`config.mk`:
```
export PLATFORM = sky130hd
export DESIGN_NAME = fifo_counting_semaphore
export DESIGN_NICKNAME = d
export VERILOG_FILES = /design/src/sv/fcsem_pkg.sv /design/src/sv/fcsem_seq.sv /design/src/sv/fifo_counting_semaphore.sv
export SDC_FILE = /design/constraint.sdc
export NUM_CORES = 2
export LEC_CHECK = 0
export BUFFER_PORTS_ARGS = -buffer_cell sky130_fd_sc_hd__clkbuf_2
export CAP_MARGIN = 20
export CORE_AREA = 2 2 519 521
export CTS_CLUSTER_SIZE = 30
export DETAILED_ROUTE_END_ITERATION = 12
export DIE_AREA = 0 0 521 523
export PLACE_DENSITY_LB_ADDON = 0.3
export SETUP_SLACK_MARGIN = 0.1
export SLEW_MARGIN = 0
export SYNTH_ARGS = -nofsm -noshare
export SYNTH_HDL_FRONTEND = slang
export SYNTH_SLANG_ARGS = --single-unit
```
`constraint.sdc`:
```
create_clock -name clk_i -period 8.6 [get_ports clk_i]
set_clock_uncertainty 0.05 [all_clocks]
set_input_delay 1.72 -clock clk_i [delete_from_list [all_inputs] [get_ports clk_i]]
set_output_delay 1.72 -clock clk_i [all_outputs]
set_load 0.05 [all_outputs]
```
`src/sv/fcsem_pkg.sv`:
```
// Shared types, codes and microprogram addresses of the counting semaphore.
package fcsem_pkg;

  localparam int unsigned ID_FIELD_W    = 16;
  localparam int unsigned COUNT_FIELD_W = 7;
  localparam int unsigned LIMIT_REG_W   = 7;
  localparam int unsigned PC_W          = 5;

  typedef enum logic [2:0] {
    ST_GRANTED    = 3'd0,
    ST_QUEUED     = 3'd1,
    ST_RELEASED   = 3'd2,
    ST_NOT_HOLDER = 3'd3,
    ST_QUEUE_FULL = 3'd4
  } status_e;

  typedef enum logic [3:0] {
    ACT_NONE,
    ACT_ENQ,
    ACT_TAKE_ID,
    ACT_TAKE_W,
    ACT_CLR_IDX,
    ACT_RD_SCAN,
    ACT_RD_LAST,
    ACT_FILL_HOLE,
    ACT_DEQ
  } act_e;

  typedef enum logic [3:0] {
    C_NEVER,
    C_ALWAYS,
    C_NO_INPUT,
    C_IS_UP,
    C_ID_ZERO,
    C_CAN_GRANT,
    C_Q_FULL,
    C_IDX_END,
    C_MISS_MORE,
    C_MISS,
    C_CAN_WAKE
  } cond_e;

  typedef logic [PC_W-1:0] pc_t;

  // Microprogram entry points.
  localparam pc_t S_IDLE    = 5'd0;
  localparam pc_t S_DISP    = 5'd1;
  localparam pc_t S_DN_ZERO = 5'd2;
  localparam pc_t S_DN_CAN  = 5'd3;
  localparam pc_t S_DN_FULL = 5'd4;
  localparam pc_t S_DN_ENQ  = 5'd5;
  localparam pc_t S_DN_TAKE = 5'd6;
  localparam pc_t S_UP      = 5'd7;
  localparam pc_t S_UP_EMPT = 5'd8;
  localparam pc_t S_SCAN    = 5'd9;
  localparam pc_t S_SCAN_CK = 5'd10;
  localparam pc_t S_SCAN_NH = 5'd11;
  localparam pc_t S_RD_LAST = 5'd12;
  localparam pc_t S_FILL    = 5'd13;
  localparam pc_t S_UP_WAKE = 5'd14;
  localparam pc_t S_E_REL   = 5'd15;
  localparam pc_t S_WAKE    = 5'd16;
  localparam pc_t S_WAKE_TK = 5'd17;
  localparam pc_t S_E_WGR   = 5'd18;
  localparam pc_t S_E_NH    = 5'd19;
  localparam pc_t S_E_QF    = 5'd20;
  localparam pc_t S_E_QD    = 5'd21;
  localparam pc_t S_E_GR    = 5'd22;

  typedef struct packed {
    act_e    act;
    cond_e   cond;
    pc_t     target;
    logic    emit;
    status_e status;
    logic    subj_waiter;
    logic    last;
  } uword_t;

  typedef struct packed {
    logic no_input;
    logic is_up;
    logic id_zero;
    logic can_grant;
    logic q_full;
    logic idx_end;
    logic miss_more;
    logic miss;
    logic can_wake;
  } flags_t;

endpackage

```
`src/sv/fcsem_seq.sv`:
```
// Microcode sequencer: program ROM, step counter and conditional jumps.
module fcsem_seq (
  input  logic            clk_i,
  input  logic            rst_ni,
  input  fcsem_pkg::flags_t flags_i,
  input  logic            out_free_i,
  output fcsem_pkg::uword_t ctrl_o,
  output logic            fire_o,
  output logic            idle_o
);
  import fcsem_pkg::*;

  pc_t    pc_q, pc_d;
  uword_t word;
  logic   hold;
  logic   cond_true;

  function automatic uword_t mk(input act_e a, input cond_e c, input pc_t t, input logic e,
                                input status_e s, input logic w, input logic l);
    uword_t u;
    u.act         = a;
    u.cond        = c;
    u.target      = t;
    u.emit        = e;
    u.status      = s;
    u.subj_waiter = w;
    u.last        = l;
    return u;
  endfunction

  function automatic uword_t rom(input pc_t a);
    uword_t u;
    case (a)
      S_IDLE:    u = mk(ACT_NONE, C_NO_INPUT, S_IDLE, 1'b0, ST_GRANTED, 1'b0, 1'b0);
      S_DISP:    u = mk(ACT_NONE, C_IS_UP, S_UP, 1'b0, ST_GRANTED, 1'b0, 1'b0);
      S_DN_ZERO: u = mk(ACT_NONE, C_ID_ZERO, S_E_NH, 1'b0, ST_GRANTED, 1'b0, 1'b0);
      S_DN_CAN:  u = mk(ACT_NONE, C_CAN_GRANT, S_DN_TAKE, 1'b0, ST_GRANTED, 1'b0, 1'b0);
      S_DN_FULL: u = mk(ACT_NONE, C_Q_FULL, S_E_QF, 1'b0, ST_GRANTED, 1'b0, 1'b0);
      S_DN_ENQ:  u = mk(ACT_ENQ, C_ALWAYS, S_E_QD, 1'b0, ST_GRANTED, 1'b0, 1'b0);
      S_DN_TAKE: u = mk(ACT_TAKE_ID, C_ALWAYS, S_E_GR, 1'b0, ST_GRANTED, 1'b0, 1'b0);
      S_UP:      u = mk(ACT_CLR_IDX, C_ID_ZERO, S_E_NH, 1'b0, ST_GRANTED, 1'b0, 1'b0);
      S_UP_EMPT: u = mk(ACT_NONE, C_IDX_END, S_E_NH, 1'b0, ST_GRANTED, 1'b0, 1'b0);
      S_SCAN:    u = mk(ACT_RD_SCAN, C_NEVER, S_IDLE, 1'b0, ST_GRANTED, 1'b0, 1'b0);
      S_SCAN_CK: u = mk(ACT_NONE, C_MISS_MORE, S_SCAN, 1'b0, ST_GRANTED, 1'b0, 1'b0);
      S_SCAN_NH: u = mk(ACT_NONE, C_MISS, S_E_NH, 1'b0, ST_GRANTED, 1'b0, 1'b0);
      S_RD_LAST: u = mk(ACT_RD_LAST, C_NEVER, S_IDLE, 1'b0, ST_GRANTED, 1'b0, 1'b0);
      S_FILL:    u = mk(ACT_FILL_HOLE, C_NEVER, S_IDLE, 1'b0, ST_GRANTED, 1'b0, 1'b0);
      S_UP_WAKE: u = mk(ACT_NONE, C_CAN_WAKE, S_WAKE, 1'b0, ST_GRANTED, 1'b0, 1'b0);
      S_E_REL:   u = mk(ACT_NONE, C_ALWAYS, S_IDLE, 1'b1, ST_RELEASED, 1'b0, 1'b1);
      S_WAKE:    u = mk(ACT_DEQ, C_NEVER, S_IDLE, 1'b1, ST_RELEASED, 1'b0, 1'b0);
      S_WAKE_TK: u = mk(ACT_TAKE_W, C_NEVER, S_IDLE, 1'b0, ST_GRANTED, 1'b0, 1'b0);
      S_E_WGR:   u = mk(ACT_NONE, C_ALWAYS, S_IDLE, 1'b1, ST_GRANTED, 1'b1, 1'b1);
      S_E_NH:    u = mk(ACT_NONE, C_ALWAYS, S_IDLE, 1'b1, ST_NOT_HOLDER, 1'b0, 1'b1);
      S_E_QF:    u = mk(ACT_NONE, C_ALWAYS, S_IDLE, 1'b1, ST_QUEUE_FULL, 1'b0, 1'b1);
      S_E_QD:    u = mk(ACT_NONE, C_ALWAYS, S_IDLE, 1'b1, ST_QUEUED, 1'b0, 1'b1);
      S_E_GR:    u = mk(ACT_NONE, C_ALWAYS, S_IDLE, 1'b1, ST_GRANTED, 1'b0, 1'b1);
      default:   u = mk(ACT_NONE, C_ALWAYS, S_IDLE, 1'b0, ST_GRANTED, 1'b0, 1'b0);
    endcase
    return u;
  endfunction

  always_comb begin
    word = rom(pc_q);
    case (word.cond)
      C_NEVER:     cond_true = 1'b0;
      C_ALWAYS:    cond_true = 1'b1;
      C_NO_INPUT:  cond_true = flags_i.no_input;
      C_IS_UP:     cond_true = flags_i.is_up;
      C_ID_ZERO:   cond_true = flags_i.id_zero;
      C_CAN_GRANT: cond_true = flags_i.can_grant;
      C_Q_FULL:    cond_true = flags_i.q_full;
      C_IDX_END:   cond_true = flags_i.idx_end;
      C_MISS_MORE: cond_true = flags_i.miss_more;
      C_MISS:      cond_true = flags_i.miss;
      C_CAN_WAKE:  cond_true = flags_i.can_wake;
      default:     cond_true = 1'b0;
    endcase
    // A step that emits a result waits here until the output register is free.
    hold = word.emit && !out_free_i;
    if (hold) begin
      pc_d = pc_q;
    end else if (cond_true) begin
      pc_d = word.target;
    end else begin
      pc_d = pc_q + pc_t'(1);
    end
  end

  always_ff @(posedge clk_i or negedge rst_ni) begin
    if (!rst_ni) begin
      pc_q <= S_IDLE;
    end else begin
      pc_q <= pc_d;
    end
  end

  assign ctrl_o = word;
  assign fire_o = !hold;
  assign idle_o = (pc_q == S_IDLE);

endmodule

```
`src/sv/fifo_counting_semaphore.sv`:
```
// Counting semaphore with a FIFO wait queue, run by a microcoded sequencer.
// A down needs no table scan; an up scans the holder entries one at a time.
// One item at a time; the holder table scan through its single port sets the rate.
// Reset empties the table and the queue and sets max_holders to 1; no clearing pass.
module fifo_counting_semaphore #(
  parameter int unsigned SLOTS   = 64,
  parameter int unsigned ID_BITS = 16
) (
  input  logic                                   clk_i,
  input  logic                                   rst_ni,
  input  logic                                   cfg_we_i,
  input  logic [fcsem_pkg::LIMIT_REG_W-1:0]      cfg_max_holders_i,
  input  logic                                   in_valid_i,
  output logic                                   in_stall_o,
  input  logic                                   operation_i,
  input  logic [fcsem_pkg::ID_FIELD_W-1:0]       requester_id_i,
  output logic                                   out_valid_o,
  input  logic                                   out_stall_i,
  output logic [fcsem_pkg::ID_FIELD_W-1:0]       subject_id_o,
  output logic [2:0]                             status_o,
  output logic [fcsem_pkg::COUNT_FIELD_W-1:0]    holder_count_o,
  output logic                                   last_o
);
  import fcsem_pkg::*;

  localparam int unsigned IdW   = (ID_BITS < ID_FIELD_W) ? ID_BITS : ID_FIELD_W;
  localparam int unsigned SlotW = $clog2(SLOTS);
  localparam int unsigned CntW  = $clog2(SLOTS + 1);
  localparam int unsigned LimW  = (CntW > LIMIT_REG_W) ? CntW : LIMIT_REG_W;

  // Holders are kept packed in entries 0 .. count-1; a release moves the last
  // holder into the freed entry.
  logic [IdW-1:0] hold_mem [SLOTS];
  logic [IdW-1:0] wait_mem [SLOTS];

  logic [LIMIT_REG_W-1:0] max_holders_q;
  logic [CntW-1:0]        cnt_q, qcount_q, idx_q;
  logic [SlotW-1:0]       head_q, tail_q;
  logic                   op_q;
  logic [IdW-1:0]         id_q, h_rd_q, q_rd_q;
  logic                   out_valid_q;
  logic [IdW-1:0]         out_id_q;
  status_e                out_status_q;
  logic [CntW-1:0]        out_cnt_q;
  logic                   out_last_q;

  logic [LimW-1:0] mh_ext, limit, cnt_ext;
  logic [CntW-1:0] cnt_m1, idx_m1;
  logic            in_accept, out_free, below_limit;
  logic            fire, idle;
  uword_t          ctrl;
  flags_t          flags;

  function automatic logic [SlotW-1:0] q_next(input logic [SlotW-1:0] p);
    return (p == SlotW'(SLOTS - 1)) ? '0 : p + SlotW'(1);
  endfunction

  fcsem_seq u_seq (
    .clk_i      (clk_i),
    .rst_ni     (rst_ni),
    .flags_i    (flags),
    .out_free_i (out_free),
    .ctrl_o     (ctrl),
    .fire_o     (fire),
    .idle_o     (idle)
  );

  always_comb begin
    mh_ext  = LimW'(max_holders_q);
    cnt_ext = LimW'(cnt_q);
    if (mh_ext == '0) begin
      limit = LimW'(1);
    end else if (mh_ext > LimW'(SLOTS)) begin
      limit = LimW'(SLOTS);
    end else begin
      limit = mh_ext;
    end
    below_limit = cnt_ext < limit;
    cnt_m1      = cnt_q - CntW'(1);
    idx_m1      = idx_q - CntW'(1);

    flags.no_input  = !in_valid_i;
    flags.is_up     = op_q;
    flags.id_zero   = (id_q == '0);
    flags.can_grant = (qcount_q == '0) && below_limit;
    flags.q_full    = (qcount_q == CntW'(SLOTS));
    flags.idx_end   = (idx_q == cnt_q);
    flags.miss      = (h_rd_q != id_q);
    flags.miss_more = (h_rd_q != id_q) && (idx_q != cnt_q);
    flags.can_wake  = (qcount_q != '0) && below_limit;
  end

  assign in_stall_o = !idle;
  assign in_accept  = in_valid_i && idle;
  assign out_free   = !out_valid_q || !out_stall_i;

  always_ff @(posedge clk_i or negedge rst_ni) begin
    if (!rst_ni) begin
      max_holders_q <= LIMIT_REG_W'(1);
      cnt_q         <= '0;
      qcount_q      <= '0;
      head_q        <= '0;
      tail_q        <= '0;
      out_valid_q   <= 1'b0;
    end else begin
      if (cfg_we_i) begin
        max_holders_q <= cfg_max_holders_i;
      end
      if (fire) begin
        case (ctrl.act)
          ACT_ENQ: begin
            tail_q   <= q_next(tail_q);
            qcount_q <= qcount_q + CntW'(1);
          end
          ACT_DEQ: begin
            head_q   <= q_next(head_q);
            qcount_q <= qcount_q - CntW'(1);
          end
          ACT_TAKE_ID, ACT_TAKE_W: cnt_q <= cnt_q + CntW'(1);
          ACT_FILL_HOLE:           cnt_q <= cnt_m1;
          default: ;
        endcase
      end
      if (fire && ctrl.emit) begin
        out_valid_q <= 1'b1;
      end else if (!out_stall_i) begin
        out_valid_q <= 1'b0;
      end
    end
  end

  always_ff @(posedge clk_i) begin
    if (in_accept) begin
      op_q <= operation_i;
      id_q <= requester_id_i[IdW-1:0];
    end
    if (fire) begin
      case (ctrl.act)
        ACT_CLR_IDX: idx_q <= '0;
        ACT_RD_SCAN: begin
          h_rd_q <= hold_mem[idx_q[SlotW-1:0]];
          idx_q  <= idx_q + CntW'(1);
        end
        ACT_RD_LAST:   h_rd_q <= hold_mem[cnt_m1[SlotW-1:0]];
        ACT_FILL_HOLE: hold_mem[idx_m1[SlotW-1:0]] <= h_rd_q;
        ACT_TAKE_ID:   hold_mem[cnt_q[SlotW-1:0]] <= id_q;
        ACT_TAKE_W:    hold_mem[cnt_q[SlotW-1:0]] <= q_rd_q;
        ACT_DEQ:       q_rd_q <= wait_mem[head_q];
        ACT_ENQ:       wait_mem[tail_q] <= id_q;
        default: ;
      endcase
      if (ctrl.emit) begin
        out_id_q     <= ctrl.subj_waiter ? q_rd_q : id_q;
        out_status_q <= ctrl.status;
        out_cnt_q    <= cnt_q;
        out_last_q   <= ctrl.last;
      end
    end
  end

  assign out_valid_o    = out_valid_q;
  assign subject_id_o   = ID_FIELD_W'(out_id_q);
  assign status_o       = out_status_q;
  assign holder_count_o = COUNT_FIELD_W'(out_cnt_q);
  assign last_o         = out_last_q;

endmodule
```
* Word level (Yosys, flattened, before mapping) *
Memory sizes are Yosys's and may differ from the RTL's. A register that Yosys moved wholly into a read port is not among the register bits.
Cells that the tools add are included.

storage, ports and cells
  bits in latches = 0
  output and inout port bits = 29
  bits of input ports = 29
  memory bits (writable) = 2048
  memories = 3
  register bits after elaboration = 106
  memory bits (read-only) = 608

operators by class
  add/sub/neg operators = 9
  shift-type cells = 0
  $lt $le $gt $ge = 2
  reductions and logical operators = 31
  bitwise gates (word level) = 2
  multiplexer cells = 30
  equality and inequality tests = 25
  div/mod/pow operators = 0
  $mul = 0

memory list
  name              depth  width  read ports  clocked after Yosys merged registers in  wr ports  line                           RTL
  hold_mem          64     16     2           1                                        1         fifo_counting_semaphore.sv:33  logic [IdW-1:0] hold_mem [SLOTS];
  wait_mem          64     16     1           1                                        1         fifo_counting_semaphore.sv:34  logic [IdW-1:0] wait_mem [SLOTS];
  (name not given)  32     19     1           0                                        0         fcsem_seq.sv:33                case (a)

operators with widths
  kind                                                                   count
  16-bit two-way mux                                                     3
  7-bit case mux with 2 select lines                                     3
  4-bit by 3-bit equality test with 1-bit output, second input constant  8
  16-bit case mux with 2 select lines                                    1
  6-bit two-way mux                                                      4
  7-bit by 1-bit adder with 7-bit output, second input constant          3
  4-bit by 2-bit equality test with 1-bit output, second input constant  4
  4-bit equality test, second input constant                             4
  16-bit zero test                                                       1
  16-bit != test                                                         1
  16-bit OR reduction                                                    1
  1-bit two-way mux                                                      15
  7-bit zero test                                                        2
  7-bit two-way mux                                                      2
  2-bit AND reduction                                                    7
  7-bit by 1-bit subtractor with 7-bit output, second input constant     2
  6-bit by 1-bit adder with 6-bit output, second input constant          2
  6-bit equality test, second input constant                             2
  1-bit case mux with 10 select lines                                    1
  4-bit by 1-bit equality test with 1-bit output, second input constant  2
  2-bit nonzero test                                                     4
  7-bit equality test                                                    1
  7-bit equality test, second input constant                             1
  7-bit greater-than comparator, second input constant                   1
  14 further kinds                                                       24

* Depth between registers and ports, before layout *
  depth after elaboration = 9
  gate-level depth with buffers = 18

* Modules after synthesis *
From an unflattened synthesis, not the netlist that was laid out.

unflattened totals
  cells, all modules = 4466
  area, all modules = 93103.0 um^2

by module, submodules not included
  module                   times used  area each (um^2)  cells each
  fifo_counting_semaphore  1           92104.6           4338
  fcsem_seq                1           998.5             128

* Worst setup path before layout *
No wires, ideal clock.

  path type = input to register
  start = input port out_stall_i
  end = memory hold_mem[0][10] in the netlist's numbering (data pin)
  stages on the path = 8
  setup time = 0.549 ns
  data required time = 8.001 ns
  setup slack = 3.255 ns
  arrival time = 4.747 ns
  cell sequence = nand2_1 > nor2_1 > nor3_2 > buf_2 > buf_2 > buf_1 > nor2_1 > a21oi_1

between the ends
  cells in the longest elaborated chain, start to end = 9
  elaborated cells on any way between the ends = 12

RTL lines
  what                                         line                                                            RTL
  start: declaration                           fifo_counting_semaphore.sv:18                                   input logic out_stall_i,
  1-bit zero test *                            -
  1-bit logical OR *                           fifo_counting_semaphore.sv:95                                   assign out_free = !out_valid_q || !out_stall_i;
  1-bit zero test *                            fcsem_seq.sv:79                                                 hold = word.emit && !out_free_i;
  1-bit logical AND *                          fcsem_seq.sv:79
  1-bit two-way mux                            fifo_counting_semaphore.sv:137                                  if (fire) begin
  1-bit two-way mux, on equally long branches  fifo_counting_semaphore.sv:146, fifo_counting_semaphore.sv:147
  1-bit bitwise OR (no source line)            -
  16-bit OR reduction (no source line)         -
  16-bit two-way mux (no source line) *        -
  end: declaration                             fifo_counting_semaphore.sv:33

Every way passes the cells marked *; elsewhere a longest branch is shown, timed or not.

* Final worst setup path *
  start = register u_seq.pc_q[1]
  end = memory hold_mem[47][0] in the netlist's numbering (enable)

between the ends
  cells in the longest elaborated chain, start to end = 8
  elaborated cells on any way between the ends = 18

RTL lines
  what                                                                            line                                                            RTL
  start: declaration                                                              fcsem_seq.sv:13                                                 pc_t pc_q, pc_d;
  start signal: assignment                                                        fcsem_seq.sv:93                                                 pc_q <= pc_d;
  memory 32 x 19 bit *                                                            -
  4-bit by 2-bit equality test with 1-bit output                                  fifo_counting_semaphore.sv:138                                  case (ctrl.act)
  1-bit two-way mux                                                               fifo_counting_semaphore.sv:138
  1-bit two-way mux                                                               fifo_counting_semaphore.sv:137
  1-bit two-way mux, on equally long branches                                     fifo_counting_semaphore.sv:146, fifo_counting_semaphore.sv:147
  1-bit bitwise OR (no source line)                                               -
  16-bit OR reduction (no source line)                                            -
  6-bit two-way mux (no source line) / 1-bit two-way mux (equally long branches)  -

Marked as above.

==> results.txt <==
dpl hpwl = 156000 µm
FFs w/ async S/R, synth = 0.0179
Relative slew margins = 0.253
worst hold path type = register to register
wire per inst = 31.4 µm
NumNets Final = 4321
DR vias/cell = 5.71
setup violators final = 0
Setup CP Type = register to register
Mapped Avg Cell Area = 22.7 µm²
Area contributors post-synth = edfxtp_1, mux4_2, dfrtp_1, nor2_1, clkbuf_1
sequential-to-total area share from yosys stat = 0.701
Worst VDD drop = 0.459 mV
H-tree levels = 4
final RePlAce weighted congestion = 0.867
DRC Markers = 0
share of cells above drive strength 1 = 0.382
# IOs = 58
mux contribution to synthesized area = 0.253
Worst Tran Pin Value = 1.12 ns
CTS buffer count = 209
critical path arrival = 5.60 ns
Hold Path Stages = 1
Most used DFF post-synth = edfxtp_1
Static Leak = 32.0 nW
Clock Sink Count = 2176
row count = 190
clock slew at reported path FFs = 0.06 ns
post-synthesis net count = 4152
FILL cells = 23500
Synth cell types = 56
Port Buffers = 57
drt pass-1 iters = 6
fraction of the mapped netlist area in simple logic gates = 0.0185
first-pass GRT wire length = 355000 µm
via count = 45700
RSZ-0062 raised after global routing = no
die area = 272000 µm²
Die Ht = 523 µm
status = completed
Die X = 521 µm
post-CTS resize count = 0
Synth Cell Area = 92900 µm²
min Tclk post-route = 5.25 ns
CTS tree = yes
WP data required = 8.95 ns
PD cells = 336 nW/µm²
post-route ant nets = 0
setup bufs post-CTS = 0
final period utilization = 0.611
clk buf depth = 3
critical path peak fanout = 21
largest net degree at the start of global routing = 112
Ys Warns = 0
Reg2Reg Depth = 11
Worst Setup End Kind = register
most frequent cells in the layout = edfxtp_1, mux4_2, clkbuf_16
area fraction of the dominant cell type after synthesis = 0.689
Syn Inst Count = 4099
DP Worst Slack = 2.97 ns
commonest non-fill, non-tap cell in the layout = edfxtp_1
Synth Area in Compound Gates = 0.00686
antenna violations before repair = 15
gr ovfl total = 0
largest family of logic cells by synthesized area = multiplexers
Root Driver = clkbuf_16
initial core utilization = 0.348
Syn-to-layout area delta = 13.4%
CP startpoint kind = register
EDFF count, synth = 2131
max-cap violations = 0
post-synthesis adder-cell area fraction = 0.00331
Core Box Area = 267000 µm²
GRT Overall Usage = 0.183
Pins Over Slew Limit = 0
number of global-route vias before repair = 45600
final wirelength = 252000 µm
CTS Hold Buffers Added = 0
#FFs+latches synth = 2176
FMAX = 190 MHz
final hold violation count = 0
Clk Latency, worst-skew pair = 0.86 ns
Synth Area in XOR/XNOR = 0.00509
setup_tns = 0 ns
cell taking the most area after synthesis = edfxtp_1
Iter 0 DRT Violations = 6242
setup ws final = 3.35 ns
==> metrics by stage <==
stage	instances	total power, mW	cell area [µm²]	hold WS, ns	util
after global placement	7584	26.6	98200	0.444	0.368
after floorplan	4099	21.6	92900	0.398	-
after CTS	7984	35.6	105000	0.468	0.394
after detailed placement	7598	26.7	98500	0.455	0.369
final	8004	35.3	105000	0.467	0.394
after global routing	7995	36.5	105000	0.485	0.394
==> area by class of cell <==
type | count | area (µm²) | area share
Clock inverter | 125 | 1120 | 0.0107
Multi-Input combinational cell | 1634 | 27100 | 0.257
Timing Repair Buffer | 224 | 1920 | 0.0183
Inverter | 23 | 86.3 | 0.000820
Tap cell | 3552 | 4440 | 0.0422
Sequential cell | 2176 | 65100 | 0.619
Antenna cell | 9 | 22.5 | 0.000214
Clock buffer | 261 | 5480 | 0.0520
==> logic make-up after synthesis <==
family | Yosys count
flip-flops | 2176
AO/OA/AOI/OAI | 104
multiplexers | 1078
adder cells (fa/ha/maj) | 24
XOR/XNOR | 54
AND/OR/NAND/NOR | 374
buffers and inverters | 289
==> power by group <==
part	internal, mW	total [mW]	switching (mW)
registers	12.6	13.2	0.562
clock network	4.90	8.96	4.06
logic	5.62	13.2	7.56
total	23.2	35.3	12.2
==> worst max-delay path, stage by stage, from the launching register on <==
cell and delay [ns]:
dfrtp_1 0.51, inv_1 0.22, ha_1 0.36, nor2b_1 0.18, o31a_1 0.25, nor2_1 0.08, buf_4 0.20, nor3_4 0.73
nand2_1 0.15, a21boi_1 0.38, nand2_1 0.60, nor2_2 1.08
==> worst paths after layout <==
check                                        end          start  slack, ns
worst max-delay path             hold_mem[47][0]  u_seq.pc_q[1]       3.35
worst min-delay path                 qcount_q[0]    qcount_q[0]       0.47
worst max register to register   hold_mem[47][0]  u_seq.pc_q[1]       3.35
worst min register to register       qcount_q[0]    qcount_q[0]       0.47
max in group asynchronous              head_q[2]         rst_ni       6.94
min in group asynchronous       max_holders_q[1]         rst_ni       0.94
==> sequential cells by signal, indices dropped and copies added, names as in the netlist, named ones only <==
| name | flops |
|---|---|
| h_rd_q | 16 |
| subject_id_o | 16 |
| op_q | 1 |
| cnt_ext | 7 |
| holder_count_o | 7 |
| tail_q | 6 |
| qcount_q | 7 |
| max_holders_q | 7 |
| q_rd_q | 16 |
| idx_q | 7 |
| id_q | 16 |
| last_o | 1 |
| wait_mem | 1024 |
| u_seq.pc_q | 5 |
| hold_mem | 1024 |
| out_valid_o | 1 |
| head_q | 6 |
| status_o | 3 |
==> synth_stat cells, types with 14 or more instances <==
library cell  number
nand2_1           72
buf_1             51
mux4_2          1008
nor3_1            19
inv_1             23
nor2_1           167
mux2_2            45
and2_1            14
nand4_1           15
buf_2             60
dfrtp_1           38
mux2i_1           25
nand3_1           27
edfxtp_1        2131
a21oi_1           34
ha_1              23
clkbuf_1         150
xor2_1            14
o21ai_0           25
xnor2_1           40
nor4_1            14
==> routing by layer <==
layer  part of all wire  wire, µm  track usage  vias to the layer above
met5            0.00016        39            0                        -
met4              0.023      5790       0.0409                        6
met3              0.085     21300       0.0406                      317
met2               0.47    119000        0.287                     2032
met1               0.42    105000        0.262                    25100
li1                   -         -            -                    18200
Note: power is estimated with default switching activity, not from simulation.
